## config.mk

```make
export PLATFORM = sky130hd
export DESIGN_NAME = salsa20_stream_xor
export DESIGN_NICKNAME = d
export VERILOG_FILES = /design/src/s20sx_pkg.sv /design/src/salsa20_stream_xor.sv /design/src/s20sx_ctrl.sv /design/src/s20sx_core.sv
export VERILOG_INCLUDE_DIRS = /design/src /design/src/src
export SDC_FILE = /design/constraint.sdc
export NUM_CORES = 2
export LEC_CHECK = 0
export BUFFER_PORTS_ARGS = -buffer_cell sky130_fd_sc_hd__buf_2
export CORE_MARGIN = 3
export CORE_UTILIZATION = 38
export DETAILED_ROUTE_END_ITERATION = 8
export PLACE_DENSITY = 0.5
export SYNTH_ARGS = -nofsm -noshare
export SYNTH_HDL_FRONTEND = slang
export SYNTH_SLANG_ARGS = --single-unit
```

## constraint.sdc

```tcl
create_clock -name i_clk -period 19.3 [get_ports i_clk]
set_input_delay 0 -clock i_clk [delete_from_list [all_inputs] [get_ports i_clk]]
set_output_delay 0 -clock i_clk [all_outputs]
set_load 0.02 [all_outputs]
```

## src/salsa20_stream_xor_defines.svh

```systemverilog
// Assertion macros shared by the salsa20_stream_xor RTL.
`ifndef SALSA20_STREAM_XOR_DEFINES_SVH
`define SALSA20_STREAM_XOR_DEFINES_SVH

// Same-cycle implication, clocked on i_clk, off while i_rst_n is low.
`define S20SX_ASSERT_IMP(name, ante, cons) \
    name: assert property (@(posedge i_clk) disable iff (!i_rst_n) (ante) |-> (cons)) \
        else $error("s20sx: assertion failed");

// Next-cycle implication, clocked on i_clk, off while i_rst_n is low.
`define S20SX_ASSERT_NXT(name, ante, cons) \
    name: assert property (@(posedge i_clk) disable iff (!i_rst_n) (ante) |=> (cons)) \
        else $error("s20sx: assertion failed");

`endif

```

## src/s20sx_pkg.sv

```systemverilog
// Types, constants and round functions for the Salsa20 stream XOR block.
package s20sx_pkg;

    localparam int DoubleRoundsDef = 10;

    typedef logic [31:0] t_word;
    typedef t_word [15:0] t_block;
    typedef t_word [3:0] t_quad;

    typedef enum logic [1:0] {
        S_IDLE,
        S_ROUND,
        S_FFWD,
        S_EMIT
    } t_state;

    typedef struct packed {
        logic capture;
        logic load;
        logic round;
        logic row;
        logic ffwd;
        logic emit;
        logic use_held;
        logic cfg_write;
    } t_cmd;

    typedef struct packed {
        logic off_zero;
        logic out_free;
    } t_stat;

    localparam logic [2:0] CFG_KEY0  = 3'd0;
    localparam logic [2:0] CFG_KEY1  = 3'd1;
    localparam logic [2:0] CFG_KEY2  = 3'd2;
    localparam logic [2:0] CFG_KEY3  = 3'd3;
    localparam logic [2:0] CFG_LONG  = 3'd4;
    localparam logic [2:0] CFG_NONCE = 3'd5;
    localparam logic [2:0] CFG_START = 3'd6;

    localparam t_word CONST_W0      = 32'h6170_7865;
    localparam t_word CONST_W5_32   = 32'h3320_646e;
    localparam t_word CONST_W5_16   = 32'h3120_646e;
    localparam t_word CONST_W10_32  = 32'h7962_2d32;
    localparam t_word CONST_W10_16  = 32'h7962_2d36;
    localparam t_word CONST_W15     = 32'h6b20_6574;

    function automatic t_word rotl(input t_word v, input int unsigned n);
        return (v << n) | (v >> (32 - n));
    endfunction

    // Returns {a, b, c, d} as elements [0] to [3].
    function automatic t_quad quarter(input t_word a, input t_word b,
                                      input t_word c, input t_word d);
        t_quad q;
        q[1] = b ^ rotl(a + d, 7);
        q[2] = c ^ rotl(q[1] + a, 9);
        q[3] = d ^ rotl(q[2] + q[1], 13);
        q[0] = a ^ rotl(q[3] + q[2], 18);
        return q;
    endfunction

    // Four column quarter-rounds; each starts on a diagonal word.
    function automatic t_block col_round(input t_block x);
        t_block y;
        t_quad  q;
        y = x;
        for (int k = 0; k < 4; k++) begin
            q = quarter(x[4'(5 * k)], x[4'(5 * k + 4)], x[4'(5 * k + 8)], x[4'(5 * k + 12)]);
            y[4'(5 * k)]      = q[0];
            y[4'(5 * k + 4)]  = q[1];
            y[4'(5 * k + 8)]  = q[2];
            y[4'(5 * k + 12)] = q[3];
        end
        return y;
    endfunction

    // Row round equals a column round on the transposed 4x4 state.
    function automatic t_block transpose(input t_block x);
        t_block y;
        for (int r = 0; r < 4; r++) begin
            for (int c = 0; c < 4; c++) begin
                y[4'(4 * c + r)] = x[4'(4 * r + c)];
            end
        end
        return y;
    endfunction

endpackage

```

## src/salsa20_stream_xor.sv

```systemverilog
// Salsa20 stream XOR top level: 8-byte chunks in, XORed chunks out.
// A chunk that opens a 64-byte keystream block passes through these steps
// (load, one column or row round per cycle through four quarter-round units,
// feed-forward add, output); the default is 10 double rounds.
// Every other chunk of the block is XORed and registered as it is accepted,
// whenever the output register is free. Configuration writes are taken while
// no block is being computed; any write to a valid index reloads the block
// counter from start_count and restarts at block offset zero. No clearing pass
// after reset.

module salsa20_stream_xor #(
    parameter int DOUBLE_ROUNDS = s20sx_pkg::DoubleRoundsDef
) (
    input  logic        i_clk,
    input  logic        i_rst_n,
    input  logic        i_in_valid,
    output logic        o_in_ready,
    input  logic [63:0] i_in_data,
    input  logic [3:0]  i_byte_count,
    input  logic        i_end_of_call,
    output logic        o_out_valid,
    input  logic        i_out_ready,
    output logic [63:0] o_out_data,
    output logic [3:0]  o_out_count,
    output logic        o_out_last,
    input  logic        i_cfg_valid,
    output logic        o_cfg_ready,
    input  logic [2:0]  i_cfg_index,
    input  logic [63:0] i_cfg_data
);

    s20sx_pkg::t_cmd  w_cmd;
    s20sx_pkg::t_stat w_stat;

    s20sx_ctrl #(
        .DOUBLE_ROUNDS(DOUBLE_ROUNDS)
    ) u_ctrl (
        .i_clk       (i_clk),
        .i_rst_n     (i_rst_n),
        .i_in_valid  (i_in_valid),
        .o_in_ready  (o_in_ready),
        .i_cfg_valid (i_cfg_valid),
        .o_cfg_ready (o_cfg_ready),
        .i_stat      (w_stat),
        .o_cmd       (w_cmd)
    );

    s20sx_core u_core (
        .i_clk         (i_clk),
        .i_rst_n       (i_rst_n),
        .i_cmd         (w_cmd),
        .o_stat        (w_stat),
        .i_cfg_index   (i_cfg_index),
        .i_cfg_data    (i_cfg_data),
        .i_in_data     (i_in_data),
        .i_byte_count  (i_byte_count),
        .i_end_of_call (i_end_of_call),
        .o_out_valid   (o_out_valid),
        .i_out_ready   (i_out_ready),
        .o_out_data    (o_out_data),
        .o_out_count   (o_out_count),
        .o_out_last    (o_out_last)
    );

endmodule

```

## src/s20sx_ctrl.sv

```systemverilog
// Controller state machine for the Salsa20 stream XOR block.
`include "salsa20_stream_xor_defines.svh"

module s20sx_ctrl #(
    parameter int DOUBLE_ROUNDS = s20sx_pkg::DoubleRoundsDef
) (
    input  logic               i_clk,
    input  logic               i_rst_n,
    input  logic               i_in_valid,
    output logic               o_in_ready,
    input  logic               i_cfg_valid,
    output logic               o_cfg_ready,
    input  s20sx_pkg::t_stat   i_stat,
    output s20sx_pkg::t_cmd    o_cmd
);

    localparam int Rounds = 2 * DOUBLE_ROUNDS;
    localparam int CntW   = $clog2(Rounds);
    localparam logic [CntW-1:0] LastRnd = CntW'(Rounds - 1);

    s20sx_pkg::t_state r_state, n_state;
    logic [CntW-1:0]   r_cnt, n_cnt;
    logic              w_accept;

    always_ff @(posedge i_clk) begin
        if (!i_rst_n) begin
            r_state <= s20sx_pkg::S_IDLE;
            r_cnt   <= '0;
        end else begin
            r_state <= n_state;
            r_cnt   <= n_cnt;
        end
    end

    always_comb begin
        n_state = r_state;
        n_cnt   = '0;
        unique case (r_state)
            s20sx_pkg::S_IDLE: begin
                if (w_accept && i_stat.off_zero) begin
                    n_state = s20sx_pkg::S_ROUND;
                end
            end
            s20sx_pkg::S_ROUND: begin
                n_cnt = r_cnt + 1'b1;
                if (r_cnt == LastRnd) begin
                    n_state = s20sx_pkg::S_FFWD;
                    n_cnt   = '0;
                end
            end
            s20sx_pkg::S_FFWD: begin
                n_state = s20sx_pkg::S_EMIT;
            end
            s20sx_pkg::S_EMIT: begin
                if (i_stat.out_free) begin
                    n_state = s20sx_pkg::S_IDLE;
                end
            end
            default: n_state = s20sx_pkg::S_IDLE;
        endcase
    end

    always_comb begin
        o_in_ready  = 1'b0;
        o_cfg_ready = 1'b0;
        o_cmd       = '0;
        w_accept    = 1'b0;
        unique case (r_state)
            s20sx_pkg::S_IDLE: begin
                o_in_ready      = i_rst_n && (i_stat.off_zero || i_stat.out_free);
                o_cfg_ready     = i_rst_n;
                o_cmd.cfg_write = i_cfg_valid && o_cfg_ready;
                w_accept        = i_in_valid && o_in_ready;
                o_cmd.capture   = w_accept;
                o_cmd.load      = w_accept && i_stat.off_zero;
                o_cmd.emit      = w_accept && !i_stat.off_zero;
            end
            s20sx_pkg::S_ROUND: begin
                o_cmd.round = 1'b1;
                o_cmd.row   = r_cnt[0];
            end
            s20sx_pkg::S_FFWD: begin
                o_cmd.ffwd = 1'b1;
            end
            s20sx_pkg::S_EMIT: begin
                o_cmd.emit     = i_stat.out_free;
                o_cmd.use_held = 1'b1;
            end
            default: o_cmd = '0;
        endcase
    end

    `S20SX_ASSERT_NXT(a_load_starts_rounds, o_cmd.load, r_state == s20sx_pkg::S_ROUND)
    `S20SX_ASSERT_NXT(a_last_round_ffwd,
        (r_state == s20sx_pkg::S_ROUND) && (r_cnt == LastRnd), r_state == s20sx_pkg::S_FFWD)

endmodule

```

## src/s20sx_core.sv

```systemverilog
// Datapath: configuration, keystream state, quarter-round array and output register.
`include "salsa20_stream_xor_defines.svh"

module s20sx_core (
    input  logic              i_clk,
    input  logic              i_rst_n,
    input  s20sx_pkg::t_cmd   i_cmd,
    output s20sx_pkg::t_stat  o_stat,
    input  logic [2:0]        i_cfg_index,
    input  logic [63:0]       i_cfg_data,
    input  logic [63:0]       i_in_data,
    input  logic [3:0]        i_byte_count,
    input  logic              i_end_of_call,
    output logic              o_out_valid,
    input  logic              i_out_ready,
    output logic [63:0]       o_out_data,
    output logic [3:0]        o_out_count,
    output logic              o_out_last
);

    logic [63:0] r_key0, r_key1, r_key2, r_key3, r_nonce, r_start, r_counter;
    logic        r_long_key;
    logic [2:0]  r_off;
    s20sx_pkg::t_block r_work, n_work, w_init;
    logic [63:0] r_hold_data;
    logic [3:0]  r_hold_count;
    logic        r_hold_last;
    logic        r_out_valid;
    logic [63:0] r_out_data, n_out_data;
    logic [3:0]  r_out_count, n_out_count;
    logic        r_out_last;

    logic [63:0] w_hi0, w_hi1, w_ks, w_src_data;
    logic [3:0]  w_src_count;
    logic        w_src_last;
    logic        w_cfg_hit;

    assign w_cfg_hit = i_cmd.cfg_write && (i_cfg_index <= s20sx_pkg::CFG_START);

    assign w_hi0 = r_long_key ? r_key2 : r_key0;
    assign w_hi1 = r_long_key ? r_key3 : r_key1;

    always_comb begin
        w_init[0]  = s20sx_pkg::CONST_W0;
        w_init[1]  = r_key0[31:0];
        w_init[2]  = r_key0[63:32];
        w_init[3]  = r_key1[31:0];
        w_init[4]  = r_key1[63:32];
        w_init[5]  = r_long_key ? s20sx_pkg::CONST_W5_32 : s20sx_pkg::CONST_W5_16;
        w_init[6]  = r_nonce[31:0];
        w_init[7]  = r_nonce[63:32];
        w_init[8]  = r_counter[31:0];
        w_init[9]  = r_counter[63:32];
        w_init[10] = r_long_key ? s20sx_pkg::CONST_W10_32 : s20sx_pkg::CONST_W10_16;
        w_init[11] = w_hi0[31:0];
        w_init[12] = w_hi0[63:32];
        w_init[13] = w_hi1[31:0];
        w_init[14] = w_hi1[63:32];
        w_init[15] = s20sx_pkg::CONST_W15;
    end

    always_comb begin
        n_work = r_work;
        if (i_cmd.load) begin
            n_work = w_init;
        end else if (i_cmd.round) begin
            if (i_cmd.row) begin
                n_work = s20sx_pkg::transpose(
                    s20sx_pkg::col_round(s20sx_pkg::transpose(r_work)));
            end else begin
                n_work = s20sx_pkg::col_round(r_work);
            end
        end else if (i_cmd.ffwd) begin
            for (int i = 0; i < 16; i++) begin
                n_work[4'(i)] = r_work[4'(i)] + w_init[4'(i)];
            end
        end
    end

    assign w_src_data  = i_cmd.use_held ? r_hold_data  : i_in_data;
    assign w_src_count = i_cmd.use_held ? r_hold_count : i_byte_count;
    assign w_src_last  = i_cmd.use_held ? r_hold_last  : i_end_of_call;
    assign w_ks        = {r_work[{r_off, 1'b1}], r_work[{r_off, 1'b0}]};

    always_comb begin
        priority if (w_src_count == 4'd0) begin
            n_out_count = 4'd1;
        end else if (w_src_count > 4'd8) begin
            n_out_count = 4'd8;
        end else begin
            n_out_count = w_src_count;
        end
        for (int b = 0; b < 8; b++) begin
            n_out_data[8*b +: 8] = (4'(b) < n_out_count) ?
                (w_src_data[8*b +: 8] ^ w_ks[8*b +: 8]) : 8'h00;
        end
    end

    always_ff @(posedge i_clk) begin
        if (!i_rst_n) begin
            r_key0      <= '0;
            r_key1      <= '0;
            r_key2      <= '0;
            r_key3      <= '0;
            r_long_key  <= 1'b1;
            r_nonce     <= '0;
            r_start     <= '0;
            r_counter   <= '0;
            r_off       <= '0;
            r_out_valid <= 1'b0;
        end else begin
            if (i_cmd.cfg_write) begin
                unique case (i_cfg_index)
                    s20sx_pkg::CFG_KEY0:  r_key0     <= i_cfg_data;
                    s20sx_pkg::CFG_KEY1:  r_key1     <= i_cfg_data;
                    s20sx_pkg::CFG_KEY2:  r_key2     <= i_cfg_data;
                    s20sx_pkg::CFG_KEY3:  r_key3     <= i_cfg_data;
                    s20sx_pkg::CFG_LONG:  r_long_key <= i_cfg_data[0];
                    s20sx_pkg::CFG_NONCE: r_nonce    <= i_cfg_data;
                    s20sx_pkg::CFG_START: r_start    <= i_cfg_data;
                    default: ;
                endcase
            end
            if (w_cfg_hit) begin
                r_counter <= (i_cfg_index == s20sx_pkg::CFG_START) ? i_cfg_data : r_start;
                r_off     <= '0;
            end else begin
                if (i_cmd.ffwd) begin
                    r_counter <= r_counter + 64'd1;
                end
                if (i_cmd.emit) begin
                    r_off <= w_src_last ? 3'd0 : r_off + 3'd1;
                end
            end
            if (i_cmd.emit) begin
                r_out_valid <= 1'b1;
            end else if (i_out_ready) begin
                r_out_valid <= 1'b0;
            end
        end
    end

    always_ff @(posedge i_clk) begin
        r_work <= n_work;
        if (i_cmd.capture) begin
            r_hold_data  <= i_in_data;
            r_hold_count <= i_byte_count;
            r_hold_last  <= i_end_of_call;
        end
        if (i_cmd.emit) begin
            r_out_data  <= n_out_data;
            r_out_count <= n_out_count;
            r_out_last  <= w_src_last;
        end
    end

    assign o_stat.off_zero = (r_off == 3'd0);
    assign o_stat.out_free = !r_out_valid || i_out_ready;

    assign o_out_valid = r_out_valid;
    assign o_out_data  = r_out_data;
    assign o_out_count = r_out_count;
    assign o_out_last  = r_out_last;

    `S20SX_ASSERT_IMP(a_emit_slot_free, i_cmd.emit, o_stat.out_free)
    `S20SX_ASSERT_IMP(a_load_at_block_start, i_cmd.load, r_off == 3'd0)
    `S20SX_ASSERT_NXT(a_ffwd_bumps_counter, i_cmd.ffwd && !w_cfg_hit,
        r_counter == $past(r_counter) + 64'd1)

endmodule
```

==> results.md <==
- Status: completed
- Gate Count Post-Synth: around 5800
- GRT Util Overall: 25.78%
- Area occupied by multi-input gates: 27640 um^2
- Clock Pin Slew Worst Setup and Hold Paths: 0.07 ns
- TritonRoute pass-1 iters: 5
- Global-route wire length before repair: slightly below 300 mm
- Post-synth top area share: 29.94%
- Largest area contributor in the netlist: edfxtp_1
- Fin cells: 8075
- VDD IR max: 0.0001571 V
- Row cnt: 139
- Top Family by Delay on Critical Path: simple AND/OR/NAND/NOR gates
- Synth Area in Compound Gates: between 10% and 20%
- Fin nets: 6408
- Synth async-reset ratio: 0%
- Startpoint types: flip-flop
- CP Class: reg2reg
- Detailed placer's ending HPWL: 138.4 mm
- Syn-to-layout area delta: 15.93%
- Commonest non-fill, non-tap cell in the layout: nand2_1
- Chip height: 388.4 um
- Die width: 388.4 um
- Register area: 26500 um^2
- LEAKAGE: between 20 and 25 nW
- Synth warn: 0
- Fmax: 232.4 MHz
- Max cap viols: 0
- Setup_tns: 0 ns
- Flops & latches, synth: 1046
- Area of the core: 144400 um^2
- Fraction of layout cells with a size suffix above 1: 9.865%
- Post-Syn Nets: a little over 6000
- H-tree depth: 3
- Final GP Congestion: 0.9260
- Xor and xnor area share after synthesis: 5.343%
- Final worst-path cycle share: 22.30%
- Slowest CP cell: nor2_4
- # setup viols final: 0
- Worst-Skew Late Latency: 0.74 ns
- Post-synthesis sequential area ratio: 47.66%
- Critical Path AT: 4.93 ns
- Skew final: between 0.02 and 0.03 ns
- CP endpoint kind: flip-flop
- Vias/cell: 5.481
- CTS tree: yes
- Antenna violations before repair: 18
- Cell chain of the critical path: inv_1, ha_1, and2_1, nand2_1, nor2_4, buf_4, o21ai_0, dlygate4sd3_1
- Slew HR: under 10%
- Post-Synth Adder-Cell Area: ~4.7%
- Synth Area in Simple Gates: 16.23%
- IO buf count: 212
- Io pins: 213
- Wire length per cell: 24.78 um
- Largest stage delay, worst path: 1.04 ns
- Drt total wl: 200.1 mm
- Mapped cell area: 55570 um^2
- WP data required: 19.92 ns
- Num CTS Buffers: 117
- Avg Inst Size Synth: 9.603 um^2
- Clock Path Buffers: 3
- Most used DFF post-synth: edfxtp_1
- Yosys cell types: 85
- Most frequent cells in the layout: nand2_1 (1233), edfxtp_1 (554), dfxtp_1 (488), nor2_1 (463), a21boi_0 (331)
- Clk root buf: clkbuf_16
- Multiplexer share of the synthesized area: around 7.7%
- Dominant cells by area after synthesis: edfxtp_1 (30%), dfxtp_1 (18%), nand2_1 (8.3%), a21boi_0 (4.5%), ha_1 (4.5%)
- Overflow after GRT: 0
- DR iter-0 viols: approximately 3500
- Final Critical Period: 4.303 ns
- Largest net degree at the start of global routing: around 140
- Post-synth EDFFs: 554
- Placed Cells: 7636
- Actual slew at the worst max-slew pin: roughly 1.4 ns
- Slew Viols, Final: 0
- Critical Path Fanout Max: 66
- Via count: approximately 44000
- RSZ-0062 raised after global routing: false
- Die area: around 150000 um^2
- Final hold vios: 0
- Initial core utilization: 38.50%
- CTS Sinks: about 1000
- Residual DRC: 0
- Filler cells: between 10000 and 15000
- Bufs and invs on worst path: 3
- HP Class: in2reg
- Largest family of logic cells by synthesized area: simple AND/OR/NAND/NOR gates
- Final ANT Viol Nets: 0
- PD cells: 122.1 nW/um^2
- Vias in the first global route: 41810
- Post_cts resized: 0
==> sequential cells by signal, summed over array words and instances, names as in the netlist <==
name	flops
u_core.r_work	448
u_core.o_out_data	64
u_core.r_counter	64
u_core.r_hold_data	64
u_core.r_key0	64
u_core.r_key1	64
u_core.r_key2	64
u_core.r_key3	64
u_core.r_nonce	64
u_core.r_start	64
u_ctrl.r_cnt	5
u_core.o_out_count	4
u_core.r_hold_count	4
u_core.r_off	3
u_ctrl.r_state	2
u_core.o_out_last	1
u_core.o_out_valid	1
u_core.r_hold_last	1
u_core.r_long_key	1
==> layout make-up <==
class | count | area share [%]
multi-input cells | 4322 | 42.90
flip-flops and latches | 1046 | 41.13
repair buffers | 486 | 5.694
clock buffers | 173 | 5.314
well taps | 1903 | 3.696
clock inverters | 46 | 0.7030
inverters | 90 | 0.5244
diodes | 9 | 0.03496
==> power breakdown <==
group | total, W | leakage [nW] | switching [W] | internal (W)
Clock | 0.00229 | 1.91 | 0.000962 | 0.00133
Sequential | 0.00339 | 9.27 | 0.000393 | 0.00300
Combinational | 0.00219 | 13.3 | 0.00138 | 0.000805
Total | 0.00787 | 24.5 | 0.00274 | 0.00513
==> cells in the mapped netlist (all sizes together), types with 8 or more instances <==
library cell	count
ha	198
o311a	8
a31oi	16
inv	90
o22ai	8
a21boi	333
a21oi	307
nand3	130
o21bai	25
a211oi	19
mux2i	247
o211ai	51
o21ai	275
o21a	22
nor2	467
mux2	31
buf	37
xor2	167
nor3	47
nand2	1235
and2	77
o221ai	30
and3	40
dfxtp	492
a21o	84
nor2b	19
edfxtp	554
nand2b	31
o31ai	22
xnor2	172
and4	13
clkbuf	292
a41oi	8
o211a	38
nor4	10
nand4	42
mux4	64
==> final timing paths <==
| path | endpoint | startpoint | slack (ns) | cells past startpoint |
|---|---|---|---|---|
| setup / recovery | u_core.r_start[16] | u_ctrl.r_state[0] | 15.00 | 8 |
| hold / removal | u_core.r_start[31] | i_cfg_data[31] | 0.14 | 4 |
| setup reg to reg | u_core.r_start[16] | u_ctrl.r_state[0] | 15.00 | 8 |
| hold reg to reg | u_core.r_start[45] | u_core.r_start[45] | 0.46 | 2 |
==> what timing repair did <==
item	CTS	global route
hold endpoints to repair	629	0
hold buffers	211	0
buffers inserted	0	0
==> worst reg2reg max path, delay by kind of cell, from the launching register on <==
kind                       cells  cell delay, ns
and+or+nand+nor                3            2.02
buffers and inverters          3            1.39
DFF                            1            0.36
AOI/OAI and AO/OA              1            0.22
adders and majority gates      1            0.21
==> layer usage <==
layer  track usage, %  routed length [um]  vias up
met5                0                   0        -
met4            7.052                5962        0
met3            2.557                8910      233
met2            42.44               93200     1195
met1            36.15               92060    21790
li1                 -                   -    21040
==> metrics by stage <==
step           total power [W]  area (um^2)  hold WS (ns)  setup slack, ns  utilization [%]
2_1_floorplan         0.004835        55570       0.09887            11.45                -
3_3_place_gp          0.005534        58410        0.1912            15.23            40.47
3_5_place_dp          0.005561        58410        0.1930            15.23            40.47
4_1_cts               0.007897        64400        0.1041            15.05            44.62
5_1_grt               0.008250        64410        0.1651            14.72            44.62
6_report              0.007868        64430        0.1408            15.00            44.63
==> kinds of logic (layout without fill, tap and decap cells) <==
kind of cell	after synthesis	count (layout)
buf+inv	419	795
fa+ha+maj	204	204
mux	342	342
other cells	0	9
xor+xnor	339	339
compound gates	1299	1299
flops	1046	1046
simple gates	2138	2138
(Power assumes the default switching activity.)
